==> config.mk <==
export PLATFORM = sky130hd
export DESIGN_NAME = hbi_div_cell
export DESIGN_NICKNAME = d
export VERILOG_FILES = /design/src/rtl/core/hbi_pkg.sv /design/src/rtl/core/hbi_div_cell.sv
export SDC_FILE = /design/constraint.sdc
export NUM_CORES = 1
export LEC_CHECK = 0
export ABC_AREA = 1
export BUFFER_PORTS_ARGS = -buffer_cell sky130_fd_sc_hd__buf_2
export CAP_MARGIN = 25
export CORE_MARGIN = 5
export CORE_UTILIZATION = 27
export DETAILED_ROUTE_END_ITERATION = 7
export GPL_TIMING_DRIVEN = 0
export PLACE_DENSITY = 0.48
export SYNTH_ARGS = -nofsm -noshare
export SYNTH_HDL_FRONTEND = slang
export SYNTH_SLANG_ARGS = --single-unit
==> constraint.sdc <==
create_clock -name clock -period 3.5 [get_ports clock]
set_input_delay 0.175 -clock clock [delete_from_list [all_inputs] [get_ports clock]]
set_output_delay 0.175 -clock clock [all_outputs]
set_load 0.01 [all_outputs]
==> src/rtl/core/hbi_pkg.sv <==
package hbi_pkg;

   localparam int unsigned SampleWidth  = 64;
   localparam int unsigned QuantumWidth = 32;
   localparam int unsigned CountWidth   = 11;
   localparam int unsigned CsrIdxWidth  = 2;

   typedef enum logic [CsrIdxWidth-1:0] {
      CSR_AXIS_MINIMUM = 2'd0,
      CSR_QUANTUM_SIZE = 2'd1,
      CSR_BUCKET_COUNT = 2'd2,
      CSR_LOG_SCALE    = 2'd3
   } csr_index_type;

   typedef struct packed {
      logic valid;
      logic under;
   } ctl_type;

endpackage

==> src/rtl/core/hbi_div_cell.sv <==
module hbi_div_cell (
   input  logic                                clock,
   input  logic                                reset,
   input  logic                                enable,
   input  hbi_pkg::ctl_type                    ctl_in,
   input  logic [hbi_pkg::QuantumWidth-1:0]    rem_in,
   input  logic [hbi_pkg::SampleWidth-1:0]     dq_in,
   input  logic [hbi_pkg::QuantumWidth-1:0]    divisor,
   output hbi_pkg::ctl_type                    ctl_out,
   output logic [hbi_pkg::QuantumWidth-1:0]    rem_out,
   output logic [hbi_pkg::SampleWidth-1:0]     dq_out
);
   import hbi_pkg::*;

   ctl_type                  ctl_ff;
   logic [QuantumWidth-1:0]  rem_ff, rem_in_w;
   logic [SampleWidth-1:0]   dq_ff, dq_in_w;
   logic [QuantumWidth:0]    shifted, diff;
   logic                     ge;

   always_comb begin
      shifted  = {rem_in, dq_in[SampleWidth-1]};
      ge       = shifted >= {1'b0, divisor};
      diff     = shifted - {1'b0, divisor};
      rem_in_w = ge ? diff[QuantumWidth-1:0] : shifted[QuantumWidth-1:0];
      dq_in_w  = {dq_in[SampleWidth-2:0], ge};
   end

   always_ff @(posedge clock) begin
      if (reset) begin
         ctl_ff <= '0;
      end else if (enable) begin
         ctl_ff <= ctl_in;
      end
   end

   always_ff @(posedge clock) begin
      if (enable) begin
         rem_ff <= rem_in_w;
         dq_ff  <= dq_in_w;
      end
   end

   assign ctl_out = ctl_ff;
   assign rem_out = rem_ff;
   assign dq_out  = dq_ff;

endmodule

# Yosys cells after proc, flatten, opt, wreduce, memory -nomap -nowiden
# Index checks and enable logic that the tools add are counted.
[totals]
reg_bits = 98
inputBits = 133
out_inout_bits = 98
elab_cells = 7
[classes]
addsub = 1
order_cmp = 1
mux = 1
[op_table]
columns = ["op", "n"]
rows = [
  ["33-bit by 32-bit >= comparator with 1-bit output", 1],
  ["32-bit 2-to-1 mux", 1],
  ["32-bit subtractor", 1],
]

# Logic depth before layout (Yosys ltp)
[logic_depth]
word_depth = 2
depth_mapped = 16
mapped_depth_nobuf = 14

# Worst setup path before layout
# Ideal clock, no wire load.
[synth_timing]
kind = "input to register"
startpoint = "in dq_in[63] (netlist name)"
endpoint = "reg rem_ff[16] (netlist: rem_out[16]) (data pin)"
setup_time_ns = 0.252
arrival_time_ns = 1.537
required_ns = 3.248
setup_slack_ns = 1.710
stages = 13
path_buffers = 0
cell_sequence = "inv_1 -> ha_1 -> fa_1 -> inv_1 -> nand3_1 -> nand3_1 -> nand2_1 -> nand3_1 -> nand3_1 -> nand2_1 -> nand2_1 -> nand3_2 -> nand2_1"
[synth_via]
elab_chain_cells = 2
word_cells_on_any_way = 3
[synth_lines]
columns = ["element", "line", "text"]
rows = [
  ["start: declaration", "hbi_div_cell.sv:7", "input logic [hbi_pkg::SampleWidth-1:0] dq_in,"],
  ["32-bit subtractor or 33-bit by 32-bit >= comparator with 1-bit output (tied branches)", "hbi_div_cell.sv:24, hbi_div_cell.sv:23", ""],
  ["32-bit 2-to-1 mux (*)", "hbi_div_cell.sv:25", "rem_in_w = ge ? diff[QuantumWidth-1:0] : shifted[QuantumWidth-1:0];"],
  ["named net rem_in_w[16]", "hbi_div_cell.sv:16", "logic [QuantumWidth-1:0] rem_ff, rem_in_w;"],
  ["end signal: assignment", "hbi_div_cell.sv:39", "rem_ff <= rem_in_w;"],
  ["end: declaration", "hbi_div_cell.sv:16", ""],
]
# The timed path passes the listed nets; every way through them passes the cells marked *.
# A chain may end at the register's enable or synchronous reset.

# Worst setup path in the final report
[layout_timing]
startpoint = "in dq_in[63] (netlist name)"
endpoint = "reg rem_ff[28] (netlist: rem_out[28]) (data pin)"
# The elaborated chain is that of the path after synthesis.

==> flow_summary.ini <==
[floorplan]
num_rows = 55
start_util_pct = 27.24
pin_count = 231
die-area_um2 = 25750
core-area_um2 = 22430
fp.dieW_um = 160.5
die_h_um = 160.5

[critical_path]
worstPathRequired_ps = 3620
cp_top_family = simple AND/OR/NAND/NOR gates
path_max_fanout = 3
critPathSlowestCell = fa_1
cp.arrival_ps = 2030
path_cells = buf_2 -> inv_1 -> ha_1 -> fa_1 -> inv_1 -> nand3_1 -> nand3_1 -> nand3_1 -> nand2_1 -> nand2_1 -> nand2_1 -> nand2_1 -> nand3_1 -> nand2_1
r2r_cells = 2
worst-path-buf-inv = 3
cp_common_cell = nand2_1
slowest_delay_ps = 420
worst_setup_path_start_kind = input pin
timing.setup.critical_path_class = in -> reg
worst_setup_path_end_kind = register
cp_num_cells = 14

[global_routing]
track_usage_pct = 15.22
antenna_found_initial = 0
grt_pass1_wl_um = 31120
grt_max_degree = 57
grt_pass1_vias = 5670
overflow = 0

[yosys]
synthesis.area_um2 = 6112
ys_ff_latch = 98
synth.mux.area_fraction_pct = 0
synthTopCellsByArea = edfxtp_1 47%, nand2_1 17%, inv_1 9.3%
yosysTopAreaCell = edfxtp_1
postSynthAreaPerCell_um2 = 8.128
yosysSeqAreaShare_pct = 47.82
synth_top_family_by_area = simple AND/OR/NAND/NOR gates
synth-compound-area-share_pct = 2.293
syn_inst = 752
synthAdderAreaFrac_pct = 6.878
yosysUniqueCellTypes = 27
yosysWarnings = 0
synthesis.nets = 918
synth_simple_gate_area_share_pct = 30.32
yosysTopAreaCellShare_pct = 47.16
synth_xor_area_share_pct = 2.006

[timing]
post-route-period-util_pct = 54.70
fmax_mhz = 522.4
slew_headroom_pct = 56.61
hold_viol = 0
min_period_ps = 1914
setup_viol_count_final = 0
worst_slew_pin_slew_ps = 650.8
skew_ps = 0
rsz0062_at_grt = no
finalSetupTns_ps = 0
report.final.slew_viol_count = 0

[clock_network]
cts_root_buf = clkbuf_16
cts-resized-gates = 0
hold_buffers = 54
cts_setup_buffers = 0
cts.sinks = 98
clkLatencyLatePin_ps = 350
clk_pin_slew_worst_paths_ps = 80
ctsHtreeMaxLevel = 3
cts_tree = yes
clk_path_buf_depth = 2
numCtsBuffers = 9

[routing]
vias = 5630
wl_um = 20090
ant_nets = 0
via_per_inst = 4.195
drtIter0Drc = 239
wl_per_cell_um = 14.97
first_pass_iters = 5
drc = 0

[outcome]
status = finished clean

[layout]
layout_common_cells = 278 x nand2_1, 236 x buf_2, 151 x inv_1
layout.nets = 1218
final_common_cell = nand2_1
n_fill_cell = 2356
final_util_pct = 38.00
n_antenna_cell = 0
area_growth_pct = 39.49
drive_above_1_share_pct = 26.49

[power]
power.density_nw_per_um2 = 394.5
p_leak_nw = 4.473
peakVddDrop_mv = 0.1832

[run]
cap_violations = 0

[hold_path]
min_path_type = in -> reg
hold_depth = 1

[placed_design]
gp_congestion = 0.8826
port_buffers = 230
hpwl_um = 16050
synth_stat cells (all sizes together):
| cell type | count |
|---|---|
| a21o | 2 |
| xor2 | 13 |
| and2 | 8 |
| nand2 | 283 |
| inv | 151 |
| xnor2 | 1 |
| edfxtp | 96 |
| buf | 10 |
| nor2 | 38 |
| a21oi | 23 |
| fa | 1 |
| ha | 32 |
| nand3b | 11 |
| dfxtp | 2 |
| o21ai | 2 |
| nor3 | 9 |
| nand4 | 3 |
| nand3 | 67 |
kinds of logic (layout without fill, tap and decap cells):
| family | after synthesis | after routing |
|---|---|---|
| compound gates | 27 | 27 |
| xor+xnor | 14 | 14 |
| fa+ha+maj | 33 | 33 |
| buf+inv | 161 | 466 |
| flops | 98 | 98 |
| simple gates | 419 | 419 |
cell type report:
type	instances	area (um^2)	area share, %
Multi-Input combinational cell	493	2536	29.75
Tap cell	285	356.6	4.183
Buffer	10	86.33	1.013
Clock inverter	7	70.07	0.8218
Sequential cell	98	2923	34.28
Timing Repair Buffer	289	1762	20.66
Inverter	151	566.8	6.648
Clock buffer	9	225.2	2.642
sequential cells by signal, indices dropped and copies added (netlist names):
signal	cells
dq_out	64
rem_out	32
ctl_out	2
power breakdown:
group	switching [mW]	internal (mW)
combinational	0.531	0.364
clock	0.502	0.505
sequential	0.0280	1.43
metal layers:
metal | routed length, um | global-route usage [%] | vias to the layer above
met1 | 8903 | 19.14 | 2476
met4 | 226 | 2.972 | 0
met3 | 1427 | 4.029 | 13
met2 | 9531 | 26.44 | 182
li1 | - | - | 2959
met5 | 0 | 0 | -
final timing paths:
check             start          end  slack, ps
max           dq_in[63]  rem_out[28]       1590
min            dq_in[3]    dq_out[4]         10
max reg2reg  ctl_out[1]   ctl_out[1]       2940
min reg2reg  ctl_out[0]   ctl_out[0]        460
stage by stage:
step	hold slack, ps	power [mW]	instance area (um^2)	setup slack [ps]	cells
2_1_floorplan	244.1	1.982	6112	1710	752
3_5_place_dp	353.4	2.344	7650	1215	1268
4_1_cts	0.1299	3.426	8486	1597	1338
6_report	11.51	3.363	8526	1586	1342
3_3_place_gp	351.6	2.341	7620	1057	1267
5_1_grt	0.06478	3.579	8526	1467	1342
worst register-to-register path: cells and delay by family, from the launching register on:
kind / cells / cell delay (ps)
DFF: 1 / 340
AOI/OAI and AO/OA: 1 / 110
and+or+nand+nor: 1 / 60
No activity file was read; power rests on OpenSTA's default activity.
